[src/design/ede_pkg.sv]
package ede_pkg;

  localparam int MAX_LEN_DEF = 64;
  localparam int SYM_W       = 8;
  localparam int OP_W        = 2;
  localparam int DIST_W      = 7;
  localparam int DIST_MAX    = 127;

  // op codes
  localparam logic [OP_W-1:0] OP_APPEND_FIRST  = 2'd0;
  localparam logic [OP_W-1:0] OP_APPEND_SECOND = 2'd1;
  localparam logic [OP_W-1:0] OP_COMPUTE       = 2'd2;

  typedef struct packed {
    logic [OP_W-1:0]  op;
    logic [SYM_W-1:0] symbol;
  } in_item_t;

  typedef struct packed {
    logic [DIST_W-1:0] distance;
    logic              overflow;
  } out_item_t;

  typedef enum logic [2:0] {
    ST_IDLE,
    ST_ROW_START,
    ST_CELL_RD,
    ST_CELL_CALC,
    ST_FINISH
  } state_t;

  typedef struct packed {
    logic load_first;
    logic load_second;
    logic start;
    logic row_start;
    logic cell_read;
    logic cell_calc;
    logic finish;
  } cmd_t;

  typedef struct packed {
    logic m_zero;
    logic n_zero;
    logic last_col;
    logic last_row;
    logic out_free;
  } status_t;

endpackage

[src/design/ede_ctrl.sv]
module ede_ctrl (
  input  logic                     clk,
  input  logic                     rst,
  input  logic                     in_valid,
  input  logic [ede_pkg::OP_W-1:0] in_op,
  input  ede_pkg::status_t         status,
  output ede_pkg::cmd_t            cmd,
  output logic                     in_stall
);

  ede_pkg::state_t state;
  ede_pkg::state_t state_next;

  always_ff @(posedge clk) begin
    if (rst) begin
      state <= ede_pkg::ST_IDLE;
    end else begin
      state <= state_next;
    end
  end

  always_comb begin
    state_next = state;
    cmd        = '0;
    in_stall   = (state != ede_pkg::ST_IDLE);
    case (state)
      ede_pkg::ST_IDLE: begin
        if (in_valid) begin
          case (in_op)
            ede_pkg::OP_APPEND_FIRST: begin
              cmd.load_first = 1'b1;
            end
            ede_pkg::OP_APPEND_SECOND: begin
              cmd.load_second = 1'b1;
            end
            ede_pkg::OP_COMPUTE: begin
              cmd.start = 1'b1;
              if (status.m_zero || status.n_zero) begin
                state_next = ede_pkg::ST_FINISH;
              end else begin
                state_next = ede_pkg::ST_ROW_START;
              end
            end
            default: begin
            end
          endcase
        end
      end
      ede_pkg::ST_ROW_START: begin
        cmd.row_start = 1'b1;
        state_next    = ede_pkg::ST_CELL_RD;
      end
      ede_pkg::ST_CELL_RD: begin
        cmd.cell_read = 1'b1;
        state_next    = ede_pkg::ST_CELL_CALC;
      end
      ede_pkg::ST_CELL_CALC: begin
        cmd.cell_calc = 1'b1;
        if (status.last_col) begin
          if (status.last_row) begin
            state_next = ede_pkg::ST_FINISH;
          end else begin
            state_next = ede_pkg::ST_ROW_START;
          end
        end else begin
          state_next = ede_pkg::ST_CELL_RD;
        end
      end
      ede_pkg::ST_FINISH: begin
        if (status.out_free) begin
          cmd.finish = 1'b1;
          state_next = ede_pkg::ST_IDLE;
        end
      end
      default: begin
        state_next = ede_pkg::ST_IDLE;
      end
    endcase
  end

endmodule

[src/design/ede_datapath.sv]
module ede_datapath #(
  parameter int MAX_LEN = ede_pkg::MAX_LEN_DEF
) (
  input  logic                      clk,
  input  logic                      rst,
  input  logic [ede_pkg::SYM_W-1:0] in_symbol,
  input  ede_pkg::cmd_t             cmd,
  output ede_pkg::status_t          status,
  input  logic                      out_stall,
  output logic                      out_valid,
  output ede_pkg::out_item_t        out_data
);

  localparam int LEN_W = $clog2(MAX_LEN + 1);
  localparam int IDX_W = (MAX_LEN > 1) ? $clog2(MAX_LEN) : 1;
  localparam int CMP_W = (LEN_W > ede_pkg::DIST_W) ? LEN_W : ede_pkg::DIST_W;

  logic [ede_pkg::SYM_W-1:0] first_mem  [MAX_LEN];
  logic [ede_pkg::SYM_W-1:0] second_mem [MAX_LEN];
  logic [LEN_W-1:0]          cost_mem   [MAX_LEN];

  logic [ede_pkg::SYM_W-1:0] first_rdata;
  logic [ede_pkg::SYM_W-1:0] second_rdata;
  logic [LEN_W-1:0]          cost_rdata;

  logic [LEN_W-1:0] first_len;
  logic [LEN_W-1:0] second_len;
  logic             dropped;

  logic [LEN_W-1:0] row;
  logic [LEN_W-1:0] col;
  logic             first_row;
  logic [LEN_W-1:0] diag;
  logic [LEN_W-1:0] left;

  logic [LEN_W-1:0] row_m1;
  logic [LEN_W-1:0] col_m1;
  logic [LEN_W-1:0] up;
  logic [LEN_W-1:0] min_a;
  logic [LEN_W-1:0] min_b;
  logic [LEN_W-1:0] cost_new;
  logic [LEN_W-1:0] result;
  logic [CMP_W-1:0] result_ext;
  logic [ede_pkg::DIST_W-1:0] result_sat;

  assign row_m1 = row - LEN_W'(1);
  assign col_m1 = col - LEN_W'(1);

  // one cell of the cost row
  assign up       = first_row ? col : cost_rdata;
  assign min_a    = (up < left) ? up : left;
  assign min_b    = (min_a < diag) ? min_a : diag;
  assign cost_new = (first_rdata == second_rdata) ? diag : min_b + LEN_W'(1);

  assign status.m_zero   = (first_len == '0);
  assign status.n_zero   = (second_len == '0);
  assign status.last_col = (col == second_len);
  assign status.last_row = (row == first_len);
  assign status.out_free = !out_valid || !out_stall;

  always_comb begin
    if (first_len == '0) begin
      result = second_len;
    end else if (second_len == '0) begin
      result = first_len;
    end else begin
      result = left;
    end
    result_ext = CMP_W'(result);
    if (result_ext > CMP_W'(ede_pkg::DIST_MAX)) begin
      result_sat = ede_pkg::DIST_W'(ede_pkg::DIST_MAX);
    end else begin
      result_sat = result_ext[ede_pkg::DIST_W-1:0];
    end
  end

  // string and cost memories
  always_ff @(posedge clk) begin
    if (cmd.load_first && (first_len < LEN_W'(MAX_LEN))) begin
      first_mem[first_len[IDX_W-1:0]] <= in_symbol;
    end
    if (cmd.load_second && (second_len < LEN_W'(MAX_LEN))) begin
      second_mem[second_len[IDX_W-1:0]] <= in_symbol;
    end
    if (cmd.row_start) begin
      first_rdata <= first_mem[row_m1[IDX_W-1:0]];
    end
    if (cmd.cell_read) begin
      second_rdata <= second_mem[col_m1[IDX_W-1:0]];
      cost_rdata   <= cost_mem[col_m1[IDX_W-1:0]];
    end
    if (cmd.cell_calc) begin
      cost_mem[col_m1[IDX_W-1:0]] <= cost_new;
    end
  end

  // lengths, overflow flag, result register
  always_ff @(posedge clk) begin
    if (rst) begin
      first_len  <= '0;
      second_len <= '0;
      dropped    <= 1'b0;
      out_valid  <= 1'b0;
    end else begin
      if (cmd.load_first) begin
        if (first_len < LEN_W'(MAX_LEN)) begin
          first_len <= first_len + LEN_W'(1);
        end else begin
          dropped <= 1'b1;
        end
      end
      if (cmd.load_second) begin
        if (second_len < LEN_W'(MAX_LEN)) begin
          second_len <= second_len + LEN_W'(1);
        end else begin
          dropped <= 1'b1;
        end
      end
      if (cmd.finish) begin
        first_len  <= '0;
        second_len <= '0;
        dropped    <= 1'b0;
        out_valid  <= 1'b1;
      end else if (out_valid && !out_stall) begin
        out_valid <= 1'b0;
      end
    end
  end

  always_ff @(posedge clk) begin
    if (cmd.finish) begin
      out_data.distance <= result_sat;
      out_data.overflow <= dropped;
    end
  end

  // row and column walk
  always_ff @(posedge clk) begin
    if (rst) begin
      row       <= '0;
      col       <= '0;
      first_row <= 1'b0;
    end else begin
      if (cmd.start) begin
        row       <= LEN_W'(1);
        col       <= LEN_W'(1);
        first_row <= 1'b1;
      end
      if (cmd.row_start) begin
        col <= LEN_W'(1);
      end
      if (cmd.cell_calc) begin
        if (col == second_len) begin
          row       <= row + LEN_W'(1);
          first_row <= 1'b0;
        end else begin
          col <= col + LEN_W'(1);
        end
      end
    end
  end

  always_ff @(posedge clk) begin
    if (cmd.row_start) begin
      diag <= row_m1;
      left <= row;
    end
    if (cmd.cell_calc) begin
      diag <= up;
      left <= cost_new;
    end
  end

endmodule

[src/design/edit_distance_engine_top.sv]
// Levenshtein edit distance engine. Items with op 0 append symbol to the
// first string, op 1 to the second. Bytes past MAX_LEN per string are
// dropped and flagged. An op 2 item computes the edit distance between the
// two strings (unit cost insert, delete and substitute), emits one result
// item with distance and overflow, and clears both strings and the flag;
// op 3 is ignored. The compute walks the dynamic-programming table one row
// of the first string at a time, keeping a single cost row in a memory:
// each row first fetches its byte of the first string, then each cell does
// a registered memory read and then forms the cell and writes it back. The
// input is stalled for the whole compute, including any wait for the
// previous result to be taken. Loads are taken while a result is still
// waiting at the output.
module edit_distance_engine_top #(
  parameter int MAX_LEN = ede_pkg::MAX_LEN_DEF
) (
  input  logic               clk,
  input  logic               rst,
  input  logic               in_valid,
  output logic               in_stall,
  input  ede_pkg::in_item_t  in_data,
  output logic               out_valid,
  input  logic               out_stall,
  output ede_pkg::out_item_t out_data
);

  // command and status between controller and datapath
  ede_pkg::cmd_t    cmd;
  ede_pkg::status_t status;

  // sequencer: decodes items and steps through rows and cells
  ede_ctrl u_ctrl (
    .clk      (clk),
    .rst      (rst),
    .in_valid (in_valid),
    .in_op    (in_data.op),
    .status   (status),
    .cmd      (cmd),
    .in_stall (in_stall)
  );

  // string memories, cost row, counters and the result register
  ede_datapath #(
    .MAX_LEN (MAX_LEN)
  ) u_datapath (
    .clk       (clk),
    .rst       (rst),
    .in_symbol (in_data.symbol),
    .cmd       (cmd),
    .status    (status),
    .out_stall (out_stall),
    .out_valid (out_valid),
    .out_data  (out_data)
  );

endmodule

[config.mk]
export PLATFORM = sky130hd
export DESIGN_NAME = edit_distance_engine_top
export DESIGN_NICKNAME = d
export VERILOG_FILES = /design/src/design/ede_pkg.sv /design/src/design/ede_ctrl.sv /design/src/design/ede_datapath.sv /design/src/design/edit_distance_engine_top.sv
export SDC_FILE = /design/constraint.sdc
export NUM_CORES = 2
export LEC_CHECK = 0
export ABC_CLOCK_PERIOD_IN_PS = 19800
export BUFFER_PORTS_ARGS = -buffer_cell sky130_fd_sc_hd__clkbuf_2
export CORE_AREA = 2 2 306 308
export CTS_CLUSTER_DIAMETER = 30
export DETAILED_ROUTE_END_ITERATION = 6
export DIE_AREA = 0 0 308 310
export PLACE_DENSITY = 0.82
export SETUP_SLACK_MARGIN = 0.02
export SYNTH_ARGS = -nofsm -noshare
export SYNTH_HDL_FRONTEND = slang
export SYNTH_SLANG_ARGS = --single-unit
[constraint.sdc]
create_clock -name clk -period 19.8 [get_ports clk]
set_clock_uncertainty 0.2 [all_clocks]
set_input_delay 0.99 -clock clk [delete_from_list [all_inputs] [get_ports clk]]
set_output_delay 0.99 -clock clk [all_outputs]
set_load 0.02 [all_outputs]
# After elaboration in Yosys (flattened, before gate mapping)

Memory sizes are Yosys's and may differ from the RTL's. A register that Yosys moved wholly into a read port is not among the register bits.
Cells that the tools add are included.

$add $sub $neg: 7
Multiply operators: 0
Div/mod/pow operators: 0
Order comparisons: 5
Eq/ne operators: 12
Shift operators: 0
Multiplexer cells: 49
Bitwise logic cells: 0
Reduce and logical (&&, ||, !) cells: 18

Operators by type and width:

| cell                | count |
|---|---|
| $mux 7              | 17 |
| $add 7x1->7 const B | 5 |
| $mux 3              | 8 |
| $mux 1              | 23 |
| $pmux 3 s5          | 1 |
| $eq 7x7->1          | 2 |
| $logic_not 7->1     | 2 |
| $lt 7x7->1          | 2 |
| $lt 7x7->1 const B  | 2 |
| $eq 8x8->1          | 1 |
| $gt 7x7->1 const B  | 1 |
| $sub 7x1->7 const B | 1 |
| $eq 3x2->1 const B  | 2 |
| $ne 2x2->1 const B  | 3 |
| $sub 6x1->6 const B | 1 |
| $reduce_and 2->1    | 2 |
| $reduce_bool 2->1   | 2 |
| $eq 3x1->1 const B  | 1 |
| $eq 3x3->1 const B  | 1 |
| $logic_and 1x1->1   | 3 |
| $logic_not 3->1     | 1 |
| $reduce_and 3->1    | 1 |
| $reduce_bool 3->1   | 1 |
| $eq 2x1->1 const B  | 1 |
| other kinds (5)     | 7 |

Flip-flop bits (word level): 56
Latch bits: 0
RAM bits: 1472
Bits in read-only memories: 0
Input bits: 14
Output and inout bits: 10
Memories: 3

Memories:

| name                  | words | bits a word | read ports | clocked after memory_dff | write ports | line               | text |
|---|---|---|---|---|---|---|---|
| u_datapath.first_mem  | 64    | 8           | 1          | 1                        | 1           | ede_datapath.sv:18 | `logic [ede_pkg::SYM_W-1:0] first_mem [MAX_LEN];` |
| u_datapath.second_mem | 64    | 8           | 1          | 1                        | 1           | ede_datapath.sv:19 | `logic [ede_pkg::SYM_W-1:0] second_mem [MAX_LEN];` |
| u_datapath.cost_mem   | 64    | 7           | 1          | 1                        | 1           | ede_datapath.sv:20 | `logic [LEN_W-1:0] cost_mem [MAX_LEN];` |

# Logic depth before layout (Yosys ltp)

Depth after elaboration: 8
Gate-level depth with buffers: 25
Depth with buffers taken out: 21

# Cells and area by module

From an unflattened synthesis, not the netlist that was laid out.

Cell total of the unflattened synthesis: 3271
Area, all modules: 59335.7 um2

Modules (own cells, without submodules):

| module       | times used | cells each | area each (um2) |
|---|---|---|---|
| ede_datapath | 1          | 3243       | 59075.4 |
| ede_ctrl     | 1          | 28         | 260.2 |

# Least setup slack after synthesis

No wires, ideal clock.

Kind: reg2reg
From: register u_datapath.first_row
To: memory u_datapath.cost_mem[0][6] (netlist name) (data pin)
Setup time: 0.539 ns
Arrival time: 6.076 ns
Setup slack: 12.985 ns
Stages on the path, launching flop included: 22
Buffers on the path: 4
Path through: dfxtp_1 -> buf_6 -> mux2_2 -> ha_1 -> a21oi_1 -> o21ai_2 -> nor2_2 -> buf_6 -> mux2_2 -> ha_1 -> o21ai_1 -> o2111ai_1 -> a211oi_1 -> or3_1 -> buf_4 -> mux2i_1 -> inv_1 -> ha_1 -> buf_1 -> inv_1 -> o32a_1 -> o2bb2ai_1

Longest elaborated chain between the ends: 7

RTL lines:

| element                    | line                | text |
|---|---|---|
| start, declared            | ede_datapath.sv:32  | `logic first_row;` |
| start signal, assigned     | ede_datapath.sv:142 | `first_row <= 1'b0;` |
| start signal, assigned     | ede_datapath.sv:147 | `first_row <= 1'b1;` |
| start signal, assigned     | ede_datapath.sv:155 | `first_row <= 1'b0;` |
| $mux 7 *                   | ede_datapath.sv:50  | `assign up = first_row ? col : cost_rdata;` |
| $lt 7x7->1                 | ede_datapath.sv:51  | `assign min_a = (up < left) ? up : left;` |
| $mux 7 *                   | ede_datapath.sv:51  |  |
| $lt 7x7->1                 | ede_datapath.sv:52  | `assign min_b = (min_a < diag) ? min_a : diag;` |
| $mux 7 *                   | ede_datapath.sv:52  |  |
| $add 7x1->7 *              | ede_datapath.sv:53  | `assign cost_new = (first_rdata == second_rdata) ? diag : min_b + LEN_W'(1);` |
| $mux 7 *                   | ede_datapath.sv:53  |  |
| via u_datapath.cost_new[6] | ede_datapath.sv:41  | `logic [LEN_W-1:0] cost_new;` |
| end, declared              | ede_datapath.sv:20  |  |

Mark *: on every way through the listed nets, which the timed path passes. The rest lies on a longest branch.

# Final worst setup path

From: register u_datapath.first_row
To: memory u_datapath.cost_mem[0][4] (netlist name) (data pin)

Same word-level chain as after synthesis.

==> flow_summary_export.csv <==
group,metric,value,unit
floorplanning,pin_count,24,
clock_tree,insertion_delay,0.81,ns
critical_path,worstSetupEndpointType,"register",
critical_path,worstSetupPathType,"reg -> reg",
finish,layout_commonest_cell,"edfxtp_1",
timing,slew_viol_final,2,
floorplanning,initial_core_util,0.6430,
synth,ys_seq_elements,1551,
synth,synth_cell_types,69,
clock_tree,numCtsBuffers,227,
pwr,p_comb_frac,0.038,
pwr,leakagePower,21.20,nW
clock_tree,root_buffer,"clkbuf_16",
synth,synthMuxAreaShare,0.07010,
critical_path,cpMostUsedCell,"ha_1",
detailed_routing,wl,160.2,mm
detailed_routing,met3WireLength,18.52,mm
pwr,power.share.switching,0.2278,
synth,seq_area_frac_synth,0.7775,
synth,async_flop_share,0,
finish,layout_common_cells,"1517 x edfxtp_1, 260 x a22oi_1, 248 x nor2_1",
synth,synth_fa_ha_area_frac,0.004418,
clock_tree,ctsResizeCount,0,
synth,synth_compound_area_frac,0.08643,
detailed_routing,first_pass_iters,7,
synth,synth-main-ff-cell,"edfxtp_1",
timing,fin_ws,12.48,ns
pwr,p_switching,1.834,mW
grt,grt_usage,0.3373,
timing,rsz0062_at_grt,"no",
finish,nFillCells,4568,
detailed_routing,num_vias,34618,
critical_path,path_cells,"mux2_2, ha_1, a21oi_1, o21ai_2, nor2_2, mux2_2, ha_1, a211oi_1, o2111ai_1, a2111oi_2, or3_1, mux2i_1, inv_1, ha_1, inv_1, or4_2, o41ai_1, mux2i_1, a21oi_1, nor2_4",
grt,grt.overflow.total,0,
detailed_routing,drt_iter0_drc,6233,
hold_path,hold_path.class,"reg -> reg",
pwr,ir_drop,118.9,uV
timing,setup-tns-final,0,ns
detailed_routing,drc,4,
floorplanning,num_rows,112,
critical_path,rr_endpoint,"u_datapath.cost_mem[0][4]",
grt,grt_max_degree,122,
pwr,pwr_density_cell,117.2,nW/um2
detailed_routing,final_antenna_net_count,0,
critical_path,slowest_delay,1.08,ns
clock_tree,cts_max_path_buffers,3,
hold_path,hold_path_end,"u_datapath.out_data[0]",
job,cap_viol_max_count,1,
detailed_routing,top_layer,"met5",
synth,yosys_warnings,0,
finish,final_nets,3354,
grt,grt_pass1_vias,34269,
finish,drive_gt1_frac,0.1966,
placement,dp_slack,12.65,ns
critical_path,start_kind,"register",
clock_tree,cts_hold_buf,0,
synth,synth-edff-count,1517,
timing,period_share,0.3696,
timing,slew_headroom,-0.02800,
floorplanning,die_x,308,um
grt,grt_first_pass_wirelength,232.4,mm
detailed_routing,routedWlPerCell,33.95,um
placement,place_inst,4286,
floorplanning,die_y,310,um
clock_tree,cts.sinks,1551,
hold_path,holdPathStages,0,
synth,syn_avg_cell_area,18.42,um2
timing,finalSetupViolations,0,
synth,synth-simple-area-share,0.03785,
critical_path,rr_startpoint,"u_datapath.first_row",
run_status,status,"finished with violations",
clock_tree,clk_pin_slew,0.05,ns
hold_path,hp-start,"u_datapath.dropped",
floorplanning,core_area,92490,um2
critical_path,worst_path_max_delay_cell,"nor2_4",
critical_path,cp.arrival,7.51,ns
timing,finalHoldViolations,0,
critical_path,reg2reg_slack,12.48,ns
floorplanning,die_area,95480,um2
finish,area_delta_synth_final,15.42,%
critical_path,crit_fanout,64,
clock_tree,cts_tree,"built",
synth,synth_xor_area_frac,0.006922,
detailed_routing,wl_met2,78.08,mm
critical_path,r2r_cells,20,
pwr,p_clk_frac,0.512,
timing,worstMarginPinSlew,1.528,ns
placement,post-dp-hpwl,83.63,mm
critical_path,worstPathRequired,19.99,ns
detailed_routing,routed_via_density,7.337,
synth,syn_nets,3263,
grt,antenna_found_initial,5,
clock_tree,cts_setup_buffers,0,
synth,netlist_area,59470,um2
timing,min_period,7.319,ns
placement,port_buffers,23,
synth,synthCells,3228,
pwr,power.internal,6.214,mW
placement,place_congestion,0.8754,
detailed_routing,drt-met1-wl,54.12,mm
run_status,failed_checks,"design-rule violations, max-capacitance violations, max-slew violations",
timing,fmax,0.1366,GHz
finish,finalNonFillerCells,4718,
synth,synth_top_family_by_area,"compound AO/OA/AOI/OAI gates",
pwr,seq_power_share,0.450,
clock_tree,htree_levels,4,
synthesized netlist by cell type (all sizes together) (5+ instances only):
cell	instances	area, um2
and3	6	37.54
nand2b	6	37.54
a22o	110	963.4
mux2	18	210.2
o21ai	16	83.83
nand4	27	168.9
nor2b	6	37.54
ha	21	262.8
xnor2	29	254.0
a21oi	27	135.1
o31ai	5	42.54
nand3	22	110.1
buf	72	380.3
a31oi	115	719.4
or3	10	62.56
dfxtp	34	680.7
clkbuf	132	495.5
nand2	89	334.1
xor2	18	157.7
mux4	170	3829
a221oi	111	978.4
nor2	257	967.2
mux2i	13	130.1
nor3	20	115.1
nand3b	6	45.04
a22oi	260	1952
inv	33	123.9
nor4	31	206.4
edfxtp	1517	45550
power groups by stage:
| stage | Sequential (mW) | Clock (mW) | Combinational, mW |
|---|---|---|---|
| after floorplan | 3.69 | 0 | 0.167 |
| after global placement | 3.69 | 0 | 0.278 |
| after detailed placement | 3.69 | 0 | 0.288 |
| after CTS | 3.62 | 4.12 | 0.297 |
| after global routing | 3.62 | 4.25 | 0.315 |
| final | 3.62 | 4.12 | 0.307 |
state kept, by name (all words and copies together) (netlist names), 7 cells and up:
signal	count
u_datapath.first_mem	512
u_datapath.out_data	8
u_datapath.diag	7
u_datapath.second_len	7
u_datapath.cost_rdata	7
u_datapath.first_rdata	8
u_datapath.first_len	7
u_datapath.row	7
u_datapath.second_mem	512
u_datapath.cost_mem	448
u_datapath.left	7
u_datapath.col	7
u_datapath.second_rdata	8
worst max path at each step:
| stage | endpoint | cells after the start | slack (ns) | from |
|---|---|---|---|---|
| finish | u_datapath.cost_mem[0][4] | 20 | 12.48 | u_datapath.first_row |
| global route | u_datapath.cost_mem[3][4] | 20 | 12.01 | u_datapath.first_row |
| CTS | u_datapath.cost_mem[2][4] | 20 | 12.60 | u_datapath.first_row |
| detailed placement | u_datapath.cost_mem[11][4] | 20 | 12.65 | u_datapath.first_row |
| global placement | u_datapath.cost_mem[11][4] | 20 | 12.87 | u_datapath.first_row |
| floorplan | u_datapath.cost_mem[0][6] | 21 | 12.98 | u_datapath.first_row |
layer usage:
metal	up-vias	track usage
met3	586	0.06995
met4	6	0.1778
met2	3197	0.5465
met1	17182	0.4377
met5	-	0
li1	13647	-
cell families (layout without fill, tap and decap cells):
family / count (synthesis) / in the layout
buffers and inverters: 237 / 528
adders and majority gates: 21 / 21
other: 0 / 2
xor gates and xnor gates: 47 / 47
and+or+nand+nor: 497 / 497
DFF: 1551 / 1551
AOI/OAI and AO/OA: 674 / 674
muxes: 201 / 201
per-stage QoR:
step	hold WS [ns]	total power, mW	instance area [um2]	util
finish	0.2297	8.047	68640	0.7421
CTS	0.2313	8.039	68610	0.7419
global route	0.2553	8.184	68630	0.7421
floorplan	0.2090	3.854	59470	-
detailed placement	0.2248	3.979	60730	0.6566
global placement	0.2168	3.968	60730	0.6566
worst max-delay path, delay by kind of cell (launching register included):
| kind | cells | cell delay, ns |
|---|---|---|
| AND/OR/NAND/NOR | 4 | 2.12 |
| AO/OA/AOI/OAI | 7 | 1.55 |
| multiplexers | 4 | 1.32 |
| adder cells (fa/ha/maj) | 3 | 0.85 |
| flip-flops | 1 | 0.55 |
| buffers and inverters | 2 | 0.27 |
layout make-up:
type,instances,area [um2],share of cell area
Antenna cell,2,5.005,0.00007291
Clock buffer,244,5776,0.08414
Clock inverter,185,2113,0.03079
Inverter,33,123.9,0.001805
Multi-Input combinational cell,1440,12370,0.1802
Sequential cell,1551,46240,0.6736
Tap cell,1197,1498,0.02182
Timing Repair Buffer,66,520.5,0.007583
Power figures use the tool's default switching activity.
